<file path="src/design/irvb_pkg.sv">
// ----------------------------------------------------------------------------
// irvb_pkg
// constants and types shared by the ir vote byte decoder
// ----------------------------------------------------------------------------
`timescale 1ns / 1ps
`default_nettype none

package irvb_pkg;

	localparam logic [5:0]  LEAD_TICK    = 6'd5;
	localparam logic [5:0]  BIT_TICK     = 6'd25;
	localparam logic [5:0]  TAIL_TICK    = 6'd32;
	localparam logic [5:0]  GAP_FIRST    = 6'd33;
	localparam logic [5:0]  TIMEOUT_TICK = 6'd37;
	localparam logic [7:0]  LAST_MASK    = 8'h80;
	localparam logic [15:0] HOLD_RESET   = 16'd3000;
	localparam logic [15:0] AGE_MAX      = 16'hFFFF;

	// one decoded result per sample
	typedef struct packed {
		logic       carrier_present;
		logic       receiving;
		logic [7:0] data_byte;
		logic       byte_ready;
	} irvb_result_t;

	// plain sampling ticks where a high is only counted
	function automatic logic is_sample_tick(input logic [5:0] t);
		logic hit;
		case (t)
			6'd1, 6'd3, 6'd9, 6'd11, 6'd17, 6'd21, 6'd30, 6'd31: hit = 1'b1;
			default: hit = 1'b0;
		endcase
		return hit;
	endfunction

endpackage

`default_nettype wire

</file>
<file path="src/design/ir_vote_byte_decoder.sv">
// ----------------------------------------------------------------------------
// ir_vote_byte_decoder
// majority-vote infrared byte receiver, one pin sample per item
// ----------------------------------------------------------------------------
// channel   dir  tdata bits (low first)
// s_axis    in   [0] pin_level, [7:1] zero
// m_axis    out  [0] byte_ready, [8:1] data_byte, [9] receiving,
//                [10] carrier_present, [15:11] zero
// cfg       in   cfg_wdata = presence_hold, written when cfg_we is high
//
// one item per cycle sustained while the output is not stalled; each item
// passes through the input register and then the result register
// the decoder state advances only when an item moves into the result register
// a stalled output holds its item and the input register backs up behind it
// reset clears all control state and loads presence_hold with 3000
// ----------------------------------------------------------------------------
`timescale 1ns / 1ps
`default_nettype none

module ir_vote_byte_decoder (
	input  wire logic        clk,
	input  wire logic        arst_n,
	input  wire logic        cfg_we,
	input  wire logic [15:0] cfg_wdata,
	input  wire logic        s_axis_tvalid,
	output logic             s_axis_tready,
	input  wire logic [7:0]  s_axis_tdata,   // [0] pin_level
	output logic             m_axis_tvalid,
	input  wire logic        m_axis_tready,
	output logic [15:0]      m_axis_tdata    // [0] byte_ready, [8:1] data_byte,
	                                         // [9] receiving, [10] carrier_present
);
	import irvb_pkg::*;

	logic         valid_s1;
	logic         pin_s1;
	logic         advance;
	logic         out_valid_q;
	irvb_result_t out_q;
	irvb_result_t step_res;

	// item moves on when the result register is empty or being drained
	assign advance       = valid_s1 && (!out_valid_q || m_axis_tready);
	assign s_axis_tready = !valid_s1 || advance;

	always_ff @(posedge clk or negedge arst_n) begin
		if (!arst_n) begin
			valid_s1 <= 1'b0;
		end else if (s_axis_tready) begin
			valid_s1 <= s_axis_tvalid;
		end
	end

	always_ff @(posedge clk) begin
		if (s_axis_tready && s_axis_tvalid) begin
			pin_s1 <= s_axis_tdata[0];
		end
	end

	irvb_core u_core (
		.clk       (clk),
		.arst_n    (arst_n),
		.cfg_we    (cfg_we),
		.cfg_wdata (cfg_wdata),
		.step_en   (advance),
		.pin_level (pin_s1),
		.result    (step_res)
	);

	always_ff @(posedge clk or negedge arst_n) begin
		if (!arst_n) begin
			out_valid_q <= 1'b0;
		end else if (advance) begin
			out_valid_q <= 1'b1;
		end else if (m_axis_tready) begin
			out_valid_q <= 1'b0;
		end
	end

	always_ff @(posedge clk) begin
		if (advance) begin
			out_q <= step_res;
		end
	end

	assign m_axis_tvalid = out_valid_q;
	assign m_axis_tdata  = {5'b00000, out_q};

endmodule

`default_nettype wire

</file>
<file path="src/design/irvb_core.sv">
// ----------------------------------------------------------------------------
// irvb_core
// frame timing, majority votes, byte assembly and presence hold
// ----------------------------------------------------------------------------
`timescale 1ns / 1ps
`default_nettype none

module irvb_core (
	input  wire logic                 clk,
	input  wire logic                 arst_n,
	input  wire logic                 cfg_we,
	input  wire logic [15:0]          cfg_wdata,
	input  wire logic                 step_en,
	input  wire logic                 pin_level,
	output irvb_pkg::irvb_result_t    result
);
	import irvb_pkg::*;

	logic        active_q, active_d;
	logic [5:0]  elapsed_q, elapsed_d;
	logic [2:0]  vote_q, vote_d;
	logic [7:0]  mask_q, mask_d;
	logic [7:0]  shift_q, shift_d;
	logic [7:0]  last_q, last_d;
	logic        present_q, present_d;
	logic [15:0] age_q, age_d;
	logic [15:0] hold_q;
	logic        done;
	logic [5:0]  t;
	logic [2:0]  vsum;

	assign t    = elapsed_q + 6'd1;
	assign vsum = vote_q + {2'b00, pin_level};

	always_comb begin
		active_d = active_q;
		elapsed_d = elapsed_q;
		vote_d = vote_q;
		mask_d = mask_q;
		shift_d = shift_q;
		last_d = last_q;
		done = 1'b0;
		if (!active_q) begin
			if (!pin_level) begin
				active_d = 1'b1;
				elapsed_d = '0;
				mask_d = 8'h01;
				vote_d = '0;
			end
		end else begin
			elapsed_d = t;
			if (t > TIMEOUT_TICK) begin
				active_d = 1'b0;
			end else if (is_sample_tick(t)) begin
				vote_d = vsum;
			end else if (t == LEAD_TICK) begin
				if (vsum > 3'd1) begin
					active_d = 1'b0;
				end
				vote_d = '0;
			end else if (t == BIT_TICK) begin
				if (vsum > 3'd3) begin
					shift_d = shift_q | mask_q;
				end else if (vsum < 3'd2) begin
					shift_d = shift_q & ~mask_q;
				end else begin
					active_d = 1'b0;
				end
				vote_d = '0;
			end else if (t == TAIL_TICK) begin
				if (vsum < 3'd2) begin
					active_d = 1'b0;
				end else if (mask_q == LAST_MASK) begin
					mask_d = 8'h01;
					active_d = 1'b0;
					last_d = shift_q;
					done = 1'b1;
				end
				vote_d = '0;
			end else if (t >= GAP_FIRST) begin
				// low in the gap window opens the next bit
				if (!pin_level) begin
					mask_d = {mask_q[6:0], 1'b0};
					elapsed_d = '0;
				end
			end
		end
	end

	always_comb begin
		present_d = present_q;
		age_d = age_q;
		if (done) begin
			present_d = 1'b1;
			age_d = '0;
		end else if (present_q) begin
			if (age_q >= hold_q) begin
				present_d = 1'b0;
			end else if (age_q < AGE_MAX) begin
				age_d = age_q + 16'd1;
			end
		end
	end

	always_ff @(posedge clk or negedge arst_n) begin
		if (!arst_n) begin
			hold_q <= HOLD_RESET;
		end else if (cfg_we) begin
			hold_q <= cfg_wdata;
		end
	end

	always_ff @(posedge clk or negedge arst_n) begin
		if (!arst_n) begin
			active_q <= 1'b0;
			elapsed_q <= '0;
			vote_q <= '0;
			mask_q <= '0;
			shift_q <= '0;
			last_q <= '0;
			present_q <= 1'b0;
			age_q <= '0;
		end else if (step_en) begin
			active_q <= active_d;
			elapsed_q <= elapsed_d;
			vote_q <= vote_d;
			mask_q <= mask_d;
			shift_q <= shift_d;
			last_q <= last_d;
			present_q <= present_d;
			age_q <= age_d;
		end
	end

	assign result.byte_ready      = done;
	assign result.data_byte       = last_d;
	assign result.receiving       = active_d;
	assign result.carrier_present = present_d;

endmodule

`default_nettype wire

</file>
<file path="config.mk">
export PLATFORM = sky130hd
export DESIGN_NAME = ir_vote_byte_decoder
export DESIGN_NICKNAME = d
export VERILOG_FILES = /design/src/design/irvb_pkg.sv /design/src/design/ir_vote_byte_decoder.sv /design/src/design/irvb_core.sv
export SDC_FILE = /design/constraint.sdc
export NUM_CORES = 1
export LEC_CHECK = 0
export BUFFER_PORTS_ARGS = -buffer_cell sky130_fd_sc_hd__buf_2
export CAP_MARGIN = 10
export CORE_MARGIN = 2
export CORE_UTILIZATION = 55
export DETAILED_ROUTE_END_ITERATION = 8
export GPL_ROUTABILITY_DRIVEN = 0
export GPL_TIMING_DRIVEN = 1
export PLACE_DENSITY = 0.82
export SLEW_MARGIN = 10
export SYNTH_ARGS = -nofsm -noshare
export SYNTH_HDL_FRONTEND = slang
export SYNTH_SLANG_ARGS = --single-unit
</file>
<file path="constraint.sdc">
create_clock -name clk -period 2.95 [get_ports clk]
set_input_delay 0.59 -clock clk [delete_from_list [all_inputs] [get_ports clk]]
set_output_delay 0.59 -clock clk [all_outputs]
set_load 0.1 [all_outputs]
</file>
; ---- Word level (Yosys, flattened, before mapping)
; Memory sizes are Yosys's and may differ from the RTL's.
; Cells that the tools add are included.
[totals]
ff_bits = 81
mem_count = 1
mem_bits_ro = 32
out_inout_bits = 18
wordCells = 132
[classes]
order_cmp = 7
n_mux = 69
n_bitwise = 6
add_sub_neg = 3
n_reduce_logical = 15
eq_ne = 15
[mem_list]
columns = name, depth, word_bits, rd, rd_ports_with_merged_regs, wr, line
row1 = (no name shown), 32, 1, 1, 0, 0, irvb_pkg.sv:30  ; case (t)
[op_table]
columns = op, count
row1 = $mux W8, 21
row2 = $mux W16, 4
row3 = $mux W6, 9
row4 = $mux W1, 28
row5 = $mux W3, 7
row6 = $add A16 B1 Y16 const B, 1
row7 = $ge A16 B16 Y1, 1
row8 = $lt A16 B16 Y1 const B, 1
row9 = $reduce_and A10 Y1, 1
row10 = $ne A3 B3 Y1 const B, 3
row11 = $and A8 B8 Y8, 1
row12 = $eq A8 B8 Y1 const B, 1
row13 = $ne A2 B2 Y1 const B, 4
row14 = $not A8 Y8, 1
row15 = $or A8 B8 Y8, 1
row16 = $reduce_and A4 Y1, 2
row17 = $reduce_bool A2 Y1, 4
row18 = $ne A7 B2 Y1 const B, 1
row19 = $reduce_and A7 Y1, 1
row20 = $add A6 B1 Y6 const B, 1
row21 = $eq A6 B3 Y1 const B, 1
row22 = $eq A6 B5 Y1 const B, 1
row23 = $eq A6 B6 Y1 const B, 1
row24 = $ge A6 B6 Y1 const B, 1
row25 = other kinds (12), 18

; ---- Logic depth before layout (Yosys ltp)
[depth]
depth_word = 11
depth_mapped = 12
mapped_depth_nobuf = 9

; ---- Cells and area by module
; A second synthesis with hierarchy kept.
[unflattened]
hier_cells = 473
area_unflattened_um2 = 4505.6
[modules_own_cells]
columns = mod, instances, area_per_inst_um2, cells_each, seq_area_each_um2
row1 = irvb_core, 1, 4000.1, 447, 1685.4
row2 = ir_vote_byte_decoder, 1, 505.5, 26, 410.4

; ---- Worst setup path after synthesis
; OpenSTA, ideal clock, no wires.
[synth_path]
path_type = register -> register
from = register u_core.hold_q[3]
to = register u_core.age_q[8]
setup_time_ps = 69
path_slack_ps = 257
synth_period_minus_slack_ps = 2693
t_arrival_ps = 2624
stages_incl_launch_ff = 11
path_buffers = 1
cell_sequence = dfstp_2 > inv_1 > ha_1 > a211o_1 > a21oi_1 > o21ai_1 > a2111oi_4 > o21ai_1 > buf_2 > or4_1 > nand3_1
[synth_between]
elab_chain_len = 3
[synth_rtl]
columns = element, line
row1 = start: declaration, irvb_core.sv:27  ; logic [15:0] hold_q;
row2 = start signal: assignment, irvb_core.sv:109  ; hold_q <= cfg_wdata;
row3 = $ge A16 B16 Y1, irvb_core.sv:97  ; if (age_q >= hold_q) begin
row4 = $ne A2 B1 Y1 (no line), n/a
row5 = $reduce_and A4 Y1 (no line), n/a
row6 = end signal: assignment, irvb_core.sv:131  ; age_q <= age_d;
row7 = end: declaration, irvb_core.sv:26  ; logic [15:0] age_q, age_d;
; No other way between the ends.
; A chain may end at the register's enable or synchronous reset.

; ---- Worst setup path after layout
[layout_path]
from = register u_core.hold_q[3]
to = register u_core.age_q[15]
; The elaborated chain is that of the path after synthesis.

==> metrics.md <==
| Metric | Value |
|---|---|
| Layout cells sized above 1 | 20.5% |
| Register area | 2100 um2 |
| Cell Pwr Density | 571 nW/um2 |
| Vias per inst | 5.91 |
| Reg2reg path depth | 10 |
| Clock tree buffer depth | 2 |
| Total power | 2.95 mW |
| RSZ-0062 raised after global routing | false |
| Layout fillers | 664 |
| Area occupied by multi-input gates | 2350 um2 |
| Final period util | 92.6% |
| DR pass1 iterations | 4 |
| Mean Syn Cell Area | 9.60 um2 |
| WS Path Type | register to register |
| GR Util All Layers | 22.5% |
| Vias in the first global route | 3,581 |
| Largest cells by area after synthesis | dfrtp_1 (33%), edfxtp_1 (7.7%), nand2_1 (6.9%) |
| Startpoint types | register |
| Max-Cap Viols | 0 |
| Die area | 9310 um2 |
| Total CTS buffers | 9 |
| Peak VDD IR | 444 uV |
| Die X-Extent | 96.5 um |
| Buf+Inv Stages, Crit Path | 2 |
| First-pass GRT wire length | 16,500 um |
| Setup crit start | u_core.hold_q[3] |
| Clk Latency, worst-skew pair | 0.36 ns |
| Status | complete, no violations |
| Area of the core | 8260 um2 |
| Ys Warns | 0 |
| Post-synth top area cell | dfrtp_1 |
| Worst hold path class | primary input to asynchronous set/reset pin |
| Largest net degree at the start of global routing | 32 |
| Fmax | 366 MHz |
| Drt drc | 0 |
| Synth top cells by count | nand2_1 (86), dfrtp_1 (62), o21ai_0 (34) |
| Total negative slack | 0 ns |
| # nets final | 578 |
| Period minus WS final | 2.73 ns |
| Fin. max-slew vios | 0 |
| Actual slew at the worst max-slew pin | 0.596 ns |
| Wirelength per Cell | 15.3 um |
| Total grt overflow | 0 |
| Cell count along the critical path | 10 |
| Max stage delay on crit path | 0.52 ns |
| Post-synth cell types | 64 |
| WP data required | 3.23 ns |
| Reg2reg end | u_core.age_q[15] |
| R2R Path Start | u_core.hold_q[3] |
| Vias | 3,766 |
| Post-Syn Area | 4700 um2 |
| Post-synth EDFFs | 12 |
| CTS root buf | clkbuf_8 |
| Antenna Nets Post-Route | 0 |
| P_leak | 2.36 nW |
| Initial antenna violation count | 0 |
| FF+latch count, synth | 81 |
| Asr flop ratio synth | 85.2% |
| CP arrival | 3.01 ns |
| Clock Skews | 0.0121 ns |
| FP Rows | 33 |
| Number of DRC markers in iteration 0 | 189 |
| Die height | 96.5 um |
| Most used cell, CP | o21ai_2 |
| Post-Route WL | 9730 um |
| Port-buffer cells | 34 |
| Cell family with the largest share of critical-path delay | compound AO/OA/AOI/OAI gates |
| Sequential-to-total area share from yosys stat | 44.6% |
| CP endpoint | u_core.age_q[15] |
| CTS tree | built |
| Ys flop type | dfrtp_1 |
| Synth Instances | 490 |
| Share of the synthesized area in the top cell type | 33.0% |
| Kind of capture point of the worst setup path | register |
| Hold Slack | 0.177 ns |
| Worst-path cell chain | inv_1, ha_4, a211o_1, a21oi_2, o21ai_2, a2111oi_4, o21ai_2, buf_4, or4_1, mux2i_1 |
| Hold Vio Cnt, Final | 0 |
| Dpl ws | 0.188 ns |
| Initial Utilization | 57.0% |
| Clk slew on worst S/H paths | 0.09 ns |
| Critical Path Slowest Stage Cell | dfstp_2 |
| Ant diodes | 0 |
| DP HPWL | 7040 um |
| Final setup vio count | 0 |
| Area Growth Syn to Fin | 10.0% |
| Reg-to-reg slack, setup | 0.22 ns |
| Setup ws final | 0.217 ns |
| H-tree levels | 3 |
| Sink Count | 81 |
| Slew HR | 60.2% |
| Top-count cell post-synth | nand2_1 |
| Critical Path Fanout Max | 11 |
| I/O pin count | 47 |
per-layer routing:
layer,GRT usage [%],part of all wire [%],vias up
li1,-,-,1830
met1,30.3,45,1815
met2,36.8,49,112
met3,4.50,4.4,9
met4,7.16,1.2,0
met5,0,0,-
worst min-delay path by stage:
stage	startpoint	to	slack (ns)	cells past startpoint
4_1_cts	arst_n	u_core.age_q[8]	0.18	1
2_1_floorplan	arst_n	asynchronous set/reset pin	0.29	0
5_1_grt	arst_n	u_core.age_q[8]	0.20	1
3_3_place_gp	u_core.vote_q[0]	u_core.vote_q[0]	0.47	1
6_report	arst_n	u_core.age_q[8]	0.18	1
3_5_place_dp	u_core.vote_q[0]	u_core.vote_q[0]	0.48	1
what timing repair did:
item | in CTS | in global routing
buffers inserted | 0 | 0
hold buffers | 0 | 0
endpoints found under the hold margin | 0 | 0
gates resized for setup | 0 | 4
endpoints found under the setup margin | 0 | 1
stage by stage:
step,std cells,utilization [%],area (um2)
3_5_place_dp,621,60.2,4970
2_1_floorplan,494,-,4720
6_report,637,62.7,5170
3_3_place_gp,621,60.2,4970
4_1_cts,637,62.4,5150
5_1_grt,637,62.7,5170
worst reg2reg max path: cells and delay by family, from the launching register on:
kind | cells | cell delay, ns
adder cells (fa/ha/maj) | 1 | 0.25
AO/OA/AOI/OAI | 5 | 1.00
buffers and inverters | 2 | 0.25
flip-flops | 1 | 0.52
AND/OR/NAND/NOR | 1 | 0.51
multiplexers | 1 | 0.14
power breakdown:
part	total [mW]	leakage (nW)	internal, mW	switching [mW]
clock network	0.739	0.0839	0.311	0.428
registers	1.30	0.973	1.23	0.0757
logic	0.912	1.30	0.328	0.584
flip-flops by register name (all words and copies together) (netlist names), 3 cells and up, named ones only:
register          flops
u_core.elapsed_q      6
u_core.vote_q         3
u_core.age_q         16
m_axis_tdata         11
u_core.hold_q        16
u_core.mask_q         8
u_core.last_q         8
layout make-up:
cell class / instances / share of cell area (%)
clock buffers: 9 / 2.39
clock inverters: 7 / 1.04
inverters: 28 / 2.03
multi-input cells: 354 / 45.4
flip-flops and latches: 81 / 40.5
well taps: 105 / 2.54
repair buffers: 53 / 6.05
cells by family after synthesis:
group                    Yosys count  share of synthesized area [%]
AND/OR/NAND/NOR                  192                           20.4
AO/OA/AOI/OAI                    105                           15.3
flip-flops                        81                           44.6
buffers and inverters             59                           6.28
multiplexers                      27                           6.94
adder cells (fa/ha/maj)           22                           5.85
XOR/XNOR                           3                          0.559
other                              1                         0.0797
placed cells by master, fill, tap and decap left out, types with 3 or more instances in the layout:
master      n
nor2_1     13
and2_1      3
mux2i_1     6
a211oi_1    3
a22o_1      3
o211ai_1   13
clkbuf_8    9
dfstp_2     7
mux2_1      3
conb_1      5
nand2b_1    6
buf_4      19
mux2_2     10
a21o_1      7
inv_1      27
dfrtp_1    62
and3_1      9
or4_1      12
ha_1       21
a21oi_1     8
mux2_4      8
o2111ai_1   3
nor3_1      4
nand2_1    86
nor3b_1     3
edfxtp_1   12
and4_1      3
nand3_1    33
buf_2      34
nand4_1     6
o22ai_1     5
a211o_1     3
a22oi_1     3
o21ai_0    34
(Power assumes the default switching activity.)
